[config.mk]
export PLATFORM = sky130hd
export DESIGN_NAME = sync_length_crc8_deframer
export DESIGN_NICKNAME = d
export VERILOG_FILES = /design/src/slcd_pkg.sv /design/src/sync_length_crc8_deframer.sv
export SDC_FILE = /design/constraint.sdc
export NUM_CORES = 1
export LEC_CHECK = 0
export BUFFER_PORTS_ARGS = -buffer_cell sky130_fd_sc_hd__buf_2
export CAP_MARGIN = 20
export CORE_MARGIN = 5
export CORE_UTILIZATION = 65
export DETAILED_ROUTE_END_ITERATION = 7
export PLACE_DENSITY = 0.86
export SYNTH_ARGS = -nofsm -noshare
export SYNTH_HDL_FRONTEND = slang
export SYNTH_SLANG_ARGS = --single-unit
[constraint.sdc]
create_clock -name clk -period 6.5 [get_ports clk]
set_input_delay 0.325 -clock clk [delete_from_list [all_inputs] [get_ports clk]]
set_output_delay 0.325 -clock clk [all_outputs]
set_load 0.01 [all_outputs]
[src/slcd_pkg.sv]
// Shared types, reset values and the CRC-8 byte update for the sync/length/CRC-8 deframer.
package slcd_pkg;

    // Widths of the beat fields and configuration port.
    localparam int unsigned BYTE_W   = 8;
    localparam int unsigned LEN_W    = 16;
    localparam int unsigned KIND_W   = 3;
    localparam int unsigned CFG_IDX_W = 8;
    localparam int unsigned CFG_W    = 16;

    // Register values after reset.
    localparam logic [BYTE_W-1:0] SYNC_RESET = 8'h55;
    localparam logic [LEN_W-1:0]  MAXLEN_RESET = 16'd1024;
    localparam logic [BYTE_W-1:0] POLY_RESET = 8'h07;
    localparam logic [BYTE_W-1:0] INIT_RESET = 8'h00;

    // Configuration register indexes.
    typedef enum logic [CFG_IDX_W-1:0] {
        REG_SYNC_BYTE  = 8'd0,
        REG_MAX_LENGTH = 8'd1,
        REG_CRC_POLY   = 8'd2,
        REG_CRC_INIT   = 8'd3
    } cfg_reg_t;

    // Parser phase.
    typedef enum logic [2:0] {
        PH_HUNT   = 3'd0,
        PH_LEN_HI = 3'd1,
        PH_LEN_LO = 3'd2,
        PH_DATA   = 3'd3,
        PH_CHECK  = 3'd4
    } phase_t;

    // Event reported with each result beat.
    typedef enum logic [KIND_W-1:0] {
        EV_NONE    = 3'd0,
        EV_PAYLOAD = 3'd1,
        EV_ACCEPT  = 3'd2,
        EV_BADCRC  = 3'd3,
        EV_BADLEN  = 3'd4
    } event_t;

    // One byte of an MSB-first CRC-8, no reflection, no final xor.
    function automatic logic [BYTE_W-1:0] crc8_byte(
        input logic [BYTE_W-1:0] crc,
        input logic [BYTE_W-1:0] data,
        input logic [BYTE_W-1:0] poly
    );
        logic [BYTE_W-1:0] c;
        c = crc ^ data;
        for (int i = 0; i < BYTE_W; i++)
        begin
            if (c[BYTE_W-1])
                c = {c[BYTE_W-2:0], 1'b0} ^ poly;
            else
                c = {c[BYTE_W-2:0], 1'b0};
        end
        return c;
    endfunction

endpackage

[src/sync_length_crc8_deframer.sv]
// Top level of the deframer: input register, frame parser and result register.
//
// Usage: received bytes enter on the input channel (in_valid, in_stall,
// rx_byte), one byte per beat. Every input beat produces exactly one result
// beat on the output channel (out_valid, out_stall, event_kind, payload_byte,
// frame_length, computed_crc). A frame is the sync byte, a big-endian 16-bit
// length, the payload and one CRC-8 byte. Payload bytes are passed through as
// they arrive, so the receiver drops a frame whose closing event is a CRC
// mismatch. A length above max_length is reported and the next two bytes are
// read as a new length.
// An accepted input beat waits in the input register while the parser works on
// it, and its result beat is then held in the result register. Throughput is
// one beat per cycle while the receiver does not stall; the parser step (phase update,
// length compare, one CRC-8 byte update) sits between those two registers.
// While the receiver stalls a pending result, the pipeline holds and in_stall
// rises once the input register is also full.
// Reset empties both registers, returns the parser to sync hunting and loads
// the configuration registers with their default values. Configuration is
// written through cfg_we, cfg_index and cfg_data; unknown indexes are ignored.
module sync_length_crc8_deframer
    import slcd_pkg::*;
(
    input  logic                 clk,
    input  logic                 rst_n,
    // Configuration write port
    input  logic                 cfg_we,
    input  logic [CFG_IDX_W-1:0] cfg_index,
    input  logic [CFG_W-1:0]     cfg_data,
    // Input channel
    input  logic                 in_valid,
    output logic                 in_stall,
    input  logic [BYTE_W-1:0]    rx_byte,
    // Output channel
    output logic                 out_valid,
    input  logic                 out_stall,
    output logic [KIND_W-1:0]    event_kind,
    output logic [BYTE_W-1:0]    payload_byte,
    output logic [LEN_W-1:0]     frame_length,
    output logic [BYTE_W-1:0]    computed_crc
);

    // Configuration registers
    logic [BYTE_W-1:0] sync_byte_reg;
    logic [LEN_W-1:0]  max_length_reg;
    logic [BYTE_W-1:0] crc_poly_reg;
    logic [BYTE_W-1:0] crc_init_reg;

    // Pipeline registers
    logic              in_vld_reg;
    logic [BYTE_W-1:0] rx_reg;
    logic              out_valid_reg;
    event_t            kind_reg;
    logic [BYTE_W-1:0] pay_reg;
    logic [LEN_W-1:0]  flen_reg;
    logic [BYTE_W-1:0] ccrc_reg;

    // Parser state
    phase_t            phase_reg;
    phase_t            phase_next;
    logic [LEN_W-1:0]  length_reg;
    logic [LEN_W-1:0]  length_next;
    logic [LEN_W-1:0]  bytes_left_reg;
    logic [LEN_W-1:0]  bytes_left_next;
    logic [BYTE_W-1:0] crc_acc_reg;
    logic [BYTE_W-1:0] crc_acc_next;

    // Result of the current parser step
    event_t            kind_next;
    logic [BYTE_W-1:0] pay_next;
    logic [LEN_W-1:0]  flen_next;
    logic [BYTE_W-1:0] ccrc_next;
    logic [LEN_W-1:0]  len_full;
    logic [LEN_W-1:0]  left_dec;

    logic advance;
    logic step;
    logic in_accept;

    // The result register frees up when it is empty or being taken.
    assign advance   = !out_valid_reg || !out_stall;
    assign step      = in_vld_reg && advance;
    assign in_stall  = in_vld_reg && !advance;
    assign in_accept = in_valid && !in_stall;

    // Configuration writes.
    always_ff @(posedge clk or negedge rst_n)
    begin
        if (!rst_n)
        begin
            sync_byte_reg  <= SYNC_RESET;
            max_length_reg <= MAXLEN_RESET;
            crc_poly_reg   <= POLY_RESET;
            crc_init_reg   <= INIT_RESET;
        end
        else if (cfg_we)
        begin
            case (cfg_index)
                REG_SYNC_BYTE:  sync_byte_reg  <= cfg_data[BYTE_W-1:0];
                REG_MAX_LENGTH: max_length_reg <= cfg_data[LEN_W-1:0];
                REG_CRC_POLY:   crc_poly_reg   <= cfg_data[BYTE_W-1:0];
                REG_CRC_INIT:   crc_init_reg   <= cfg_data[BYTE_W-1:0];
                default: ;
            endcase
        end
    end

    // Input register control.
    always_ff @(posedge clk or negedge rst_n)
    begin
        if (!rst_n)
            in_vld_reg <= 1'b0;
        else if (advance || in_accept)
            in_vld_reg <= in_accept;
    end

    // Input byte; it only loads when a new beat is accepted.
    always_ff @(posedge clk)
    begin
        if (in_accept)
            rx_reg <= rx_byte;
    end

    // Parser step over the byte held in the input register.
    always_comb
    begin
        phase_next      = phase_reg;
        length_next     = length_reg;
        bytes_left_next = bytes_left_reg;
        crc_acc_next    = crc_acc_reg;
        kind_next       = EV_NONE;
        pay_next        = '0;
        flen_next       = '0;
        ccrc_next       = '0;
        len_full        = {length_reg[LEN_W-1:BYTE_W], rx_reg};
        left_dec        = bytes_left_reg - LEN_W'(1);

        case (phase_reg)
            PH_LEN_HI:
            begin
                length_next = {rx_reg, BYTE_W'(0)};
                phase_next  = PH_LEN_LO;
            end
            PH_LEN_LO:
            begin
                length_next = len_full;
                if (len_full <= max_length_reg)
                begin
                    crc_acc_next    = crc_init_reg;
                    bytes_left_next = len_full;
                    phase_next      = (len_full == '0) ? PH_CHECK : PH_DATA;
                end
                else
                begin
                    kind_next  = EV_BADLEN;
                    flen_next  = len_full;
                    phase_next = PH_LEN_HI;
                end
            end
            PH_DATA:
            begin
                kind_next       = EV_PAYLOAD;
                pay_next        = rx_reg;
                crc_acc_next    = crc8_byte(crc_acc_reg, rx_reg, crc_poly_reg);
                bytes_left_next = left_dec;
                if (left_dec == '0)
                    phase_next = PH_CHECK;
            end
            PH_CHECK:
            begin
                kind_next  = (rx_reg == crc_acc_reg) ? EV_ACCEPT : EV_BADCRC;
                flen_next  = length_reg;
                ccrc_next  = crc_acc_reg;
                phase_next = PH_HUNT;
            end
            default:
            begin
                // Hunting, and any phase code that means nothing.
                phase_next = (rx_reg == sync_byte_reg) ? PH_LEN_HI : PH_HUNT;
            end
        endcase
    end

    // Parser state and result valid.
    always_ff @(posedge clk or negedge rst_n)
    begin
        if (!rst_n)
        begin
            phase_reg      <= PH_HUNT;
            length_reg     <= '0;
            bytes_left_reg <= '0;
            crc_acc_reg    <= '0;
            out_valid_reg  <= 1'b0;
        end
        else
        begin
            if (step)
            begin
                phase_reg      <= phase_next;
                length_reg     <= length_next;
                bytes_left_reg <= bytes_left_next;
                crc_acc_reg    <= crc_acc_next;
            end
            if (advance)
                out_valid_reg <= in_vld_reg;
        end
    end

    // Result payload; it only loads on a parser step.
    always_ff @(posedge clk)
    begin
        if (step)
        begin
            kind_reg <= kind_next;
            pay_reg  <= pay_next;
            flen_reg <= flen_next;
            ccrc_reg <= ccrc_next;
        end
    end

    assign out_valid    = out_valid_reg;
    assign event_kind   = kind_reg;
    assign payload_byte = pay_reg;
    assign frame_length = flen_reg;
    assign computed_crc = ccrc_reg;

    // The payload phase is only entered with bytes still to come.
    a_data_has_bytes: assert property (@(posedge clk) disable iff (!rst_n)
        phase_reg == PH_DATA |-> bytes_left_reg != '0)
        else $error("payload phase with no bytes left");

    // A step in the payload phase delivers a payload event next cycle.
    a_data_gives_payload: assert property (@(posedge clk) disable iff (!rst_n)
        step && phase_reg == PH_DATA |=> out_valid_reg && kind_reg == EV_PAYLOAD)
        else $error("payload step did not give a payload event");

    // Only payload events carry a byte.
    a_payload_zero: assert property (@(posedge clk) disable iff (!rst_n)
        out_valid_reg && kind_reg != EV_PAYLOAD |-> pay_reg == '0)
        else $error("payload byte set on a non-payload event");

    // A rejected length sends the parser back to reading a length.
    a_badlen_rereads: assert property (@(posedge clk) disable iff (!rst_n)
        step && kind_next == EV_BADLEN |=> phase_reg == PH_LEN_HI)
        else $error("rejected length did not restart length read");

endmodule
==> metrics.md <==
| Metric | Value |
|---|---|
| Average wire per standard cell | 20.4 µm |
| Mapped Cells | 775 |
| Vias per cell | 6.57 |
| PD cells | 381 mW/mm² |
| Async S/R FF share, synth | 66.4% |
| FMAX | 205 MHz |
| Final Cycle Share | 75.0% |
| Worst Tran Pin Value | 0.953 ns |
| I/O pins | 74 |
| Final wirelength | 20.2 mm |
| Area Growth Syn to Fin | 14.2% |
| Layout cells sized above 1 | 21.6% |
| Synth Area per Inst | 9.97 µm² |
| Root Buffer | clkbuf_16 |
| RSZ-0062 raised after global routing | false |
| Crit end category | register |
| Startpoint Class | register |
| Peak supply drop | 0.328 mV |
| Drt pass-1 iters | 7 |
| Cts bufs inserted | 17 |
| GRT Residual Overflow | 0 |
| Iter 0 DRT Violations | 830 |
| Slew Viols, Final | 0 |
| Synthesized cell area | 0.00773 mm² |
| Inserted Diodes | 0 |
| Starting density of the core | 67.1% |
| CP arrival | 5.17 ns |
| Vias in the first global route | 6275 |
| Crit path buffers/inverters | 1 |
| IO buf count | 73 |
| Die Span Y | 119 µm |
| HP Start | rx_byte[3] |
| Max Buffers Root-to-Sink | 2 |
| Sink Count | 128 |
| Post-CTS Setup Bufs | 0 |
| Yosys reg bits | 128 |
| Largest net degree at the start of global routing | 86 |
| Initial antenna violation count | 0 |
| CTS tree | done |
| Nets | 888 |
| Cell taking the most area after synthesis | dfrtp_1 |
| Die width | 119 µm |
| First-pass GRT wire length | 32.2 mm |
| Max cap viols | 0 |
| Max_slew headroom | 36.2% |
| Total power | 3.36 mW |
| R2r startpoint | rx_reg[6]$_DFFE_PP_ |
| Ys Warns | 0 |
| Syn Nets | 830 |
| Die area | 0.0142 mm² |
| Req. time, crit path | 6.79 ns |
| # rows | 39 |
| DRC viols | 0 |
| Status | finished, final reports clean |
| Synth top area cells | dfrtp_1, edfxtp_1, mux2_2 |
| Final setup viols | 0 |
| Crit path from | rx_reg[6]$_DFFE_PP_ |
| Crit Path Category | reg2reg |
| Period minus WS final | 4.87 ns |
| Top-count cell post-synth | nand2_1 |
| Number of H-tree levels | 4 |
| Most used cell, CP | xnor2_1 |
| Post-DP HPWL | 13.3 mm |
| Worst-Skew Late Latency | 0.42 ns |
| Critical-path top delay cell | xor2_1 |
| CP top delay family | XOR/XNOR gates |
| Core area | 0.0115 mm² |
| Hold Fails Final Rpt | 0 |
| Leak | 3.80 nW |
| Seq/Total Area, Yosys | 44.4% |
| Yosys cell types | 72 |
| Clock-pin slew on the worst setup and hold paths | 0.05 ns |
| Antenna Violating Nets Remaining | 0 |
| Vias | 6494 |
| CP max stage delay | 0.76 ns |
| HP Class | in2reg |
| Gpl congestion | 0.905 |
| Skew final | 0.00838 ns |
| Post-synth top cells | nand2_1, dfrtp_1, o21ai_0, edfxtp_1 |
| Top-area cell type share of the netlist area | 24.9% |
| Synth Flop Type | dfrtp_1 |
| EDFF count, synth | 43 |
| CP max FO | 13 |
| Setup TNS | 0 ns |
| CP Cell Sequence | buf_4, xor2_1, nor4_1, or4_1, or4_4, nand3_4, xnor3_1, xnor2_1, o21ai_1, xnor2_1, a211oi_1, or3_1 |
| Total track usage | 28.5% |
==> repair_timing <==
action,4_1_cts,5_1_grt
endpoints found under the hold margin,0,37
resized for setup,0,0
hold buffers,0,1
==> layer usage <==
| metal | track usage, % | vias to the layer above | routed length (µm) |
|---|---|---|---|
| met5 | 0 | - | 0 |
| li1 | - | 2928 | - |
| met3 | 6.78 | 66 | 1710 |
| met2 | 47.7 | 366 | 9870 |
| met4 | 11.7 | 0 | 741 |
| met1 | 35.8 | 3134 | 7860 |
==> report_power, final <==
group	internal, mW	switching, mW	total, mW
sequential	0.993	0.186	1.18
clock	0.681	0.349	1.03
combinational	0.486	0.664	1.15
total	2.16	1.20	3.36
==> layout make-up <==
cell class / instances / area (µm²)
Multi-Input combinational cell: 572 / 4000
Sequential cell: 128 / 3430
Fill cell: 754 / 2690
Timing Repair Buffer: 84 / 463
Clock buffer: 19 / 433
Clock inverter: 13 / 211
Tap cell: 143 / 179
Inverter: 30 / 113
==> stage by stage <==
| stage | area, µm² | utilization (%) | hold slack, ns | setup WS, ns | instances |
|---|---|---|---|---|---|
| 3_5_place_dp | 8150 | 70.7 | 0.494 | 1.78 | 954 |
| 2_1_floorplan | 7730 | - | 0.0294 | 2.56 | 775 |
| 3_3_place_gp | 8150 | 70.7 | 0.477 | 1.87 | 954 |
| 4_1_cts | 8790 | 76.3 | 0.0659 | 1.71 | 986 |
| 6_report | 8820 | 76.6 | 0.0819 | 1.63 | 989 |
| 5_1_grt | 8820 | 76.6 | 0.0701 | 1.32 | 989 |
==> worst register-to-register path, delay by kind of cell, from the launching register on <==
family	cells	cell delay [ns]
flops	1	0.36
compound gates	2	0.32
buf+inv	1	0.19
simple gates	5	1.68
xor+xnor	4	2.20
==> cells in the final DEF (no fill, tap or decap), drive strengths merged, types with 19 or more instances in the layout <==
cell / instances
nand2: 97
o21ai: 55
buf: 83
xnor2: 33
nor2: 44
dfrtp: 77
a21oi: 37
inv: 29
a22o: 19
edfxtp: 43
clkbuf: 19
mux2: 42
nor3: 25
==> path summary, 6_finish.rpt <==
check / slack (ns) / to / cells past startpoint
max: 1.63 / crc_acc_reg[2]$_DFFE_PN0P_ / 12
min: 0.08 / rx_reg[3]$_DFFE_PP_ / 1
max reg2reg: 1.63 / crc_acc_reg[2]$_DFFE_PN0P_ / 12
min reg2reg: 0.51 / max_length_reg[8]$_DFFE_PN0P_ / 1
max in group asynchronous: 5.39 / sync_byte_reg[6]$_DFFE_PN1P_ / 3
min in group asynchronous: 0.44 / max_length_reg[8]$_DFFE_PN0P_ / 2
==> kinds of logic (layout without fill, tap and decap cells) <==
family / count (synthesis) / in the layout / synth area share (%)
simple gates: 271 / 271 / 17.4
buf+inv: 75 / 146 / 3.98
fa+ha+maj: 18 / 18 / 2.91
compound gates: 180 / 180 / 15.3
flops: 128 / 128 / 44.4
mux: 46 / 46 / 6.64
xor+xnor: 57 / 57 / 9.34
(Power assumes the default switching activity.)
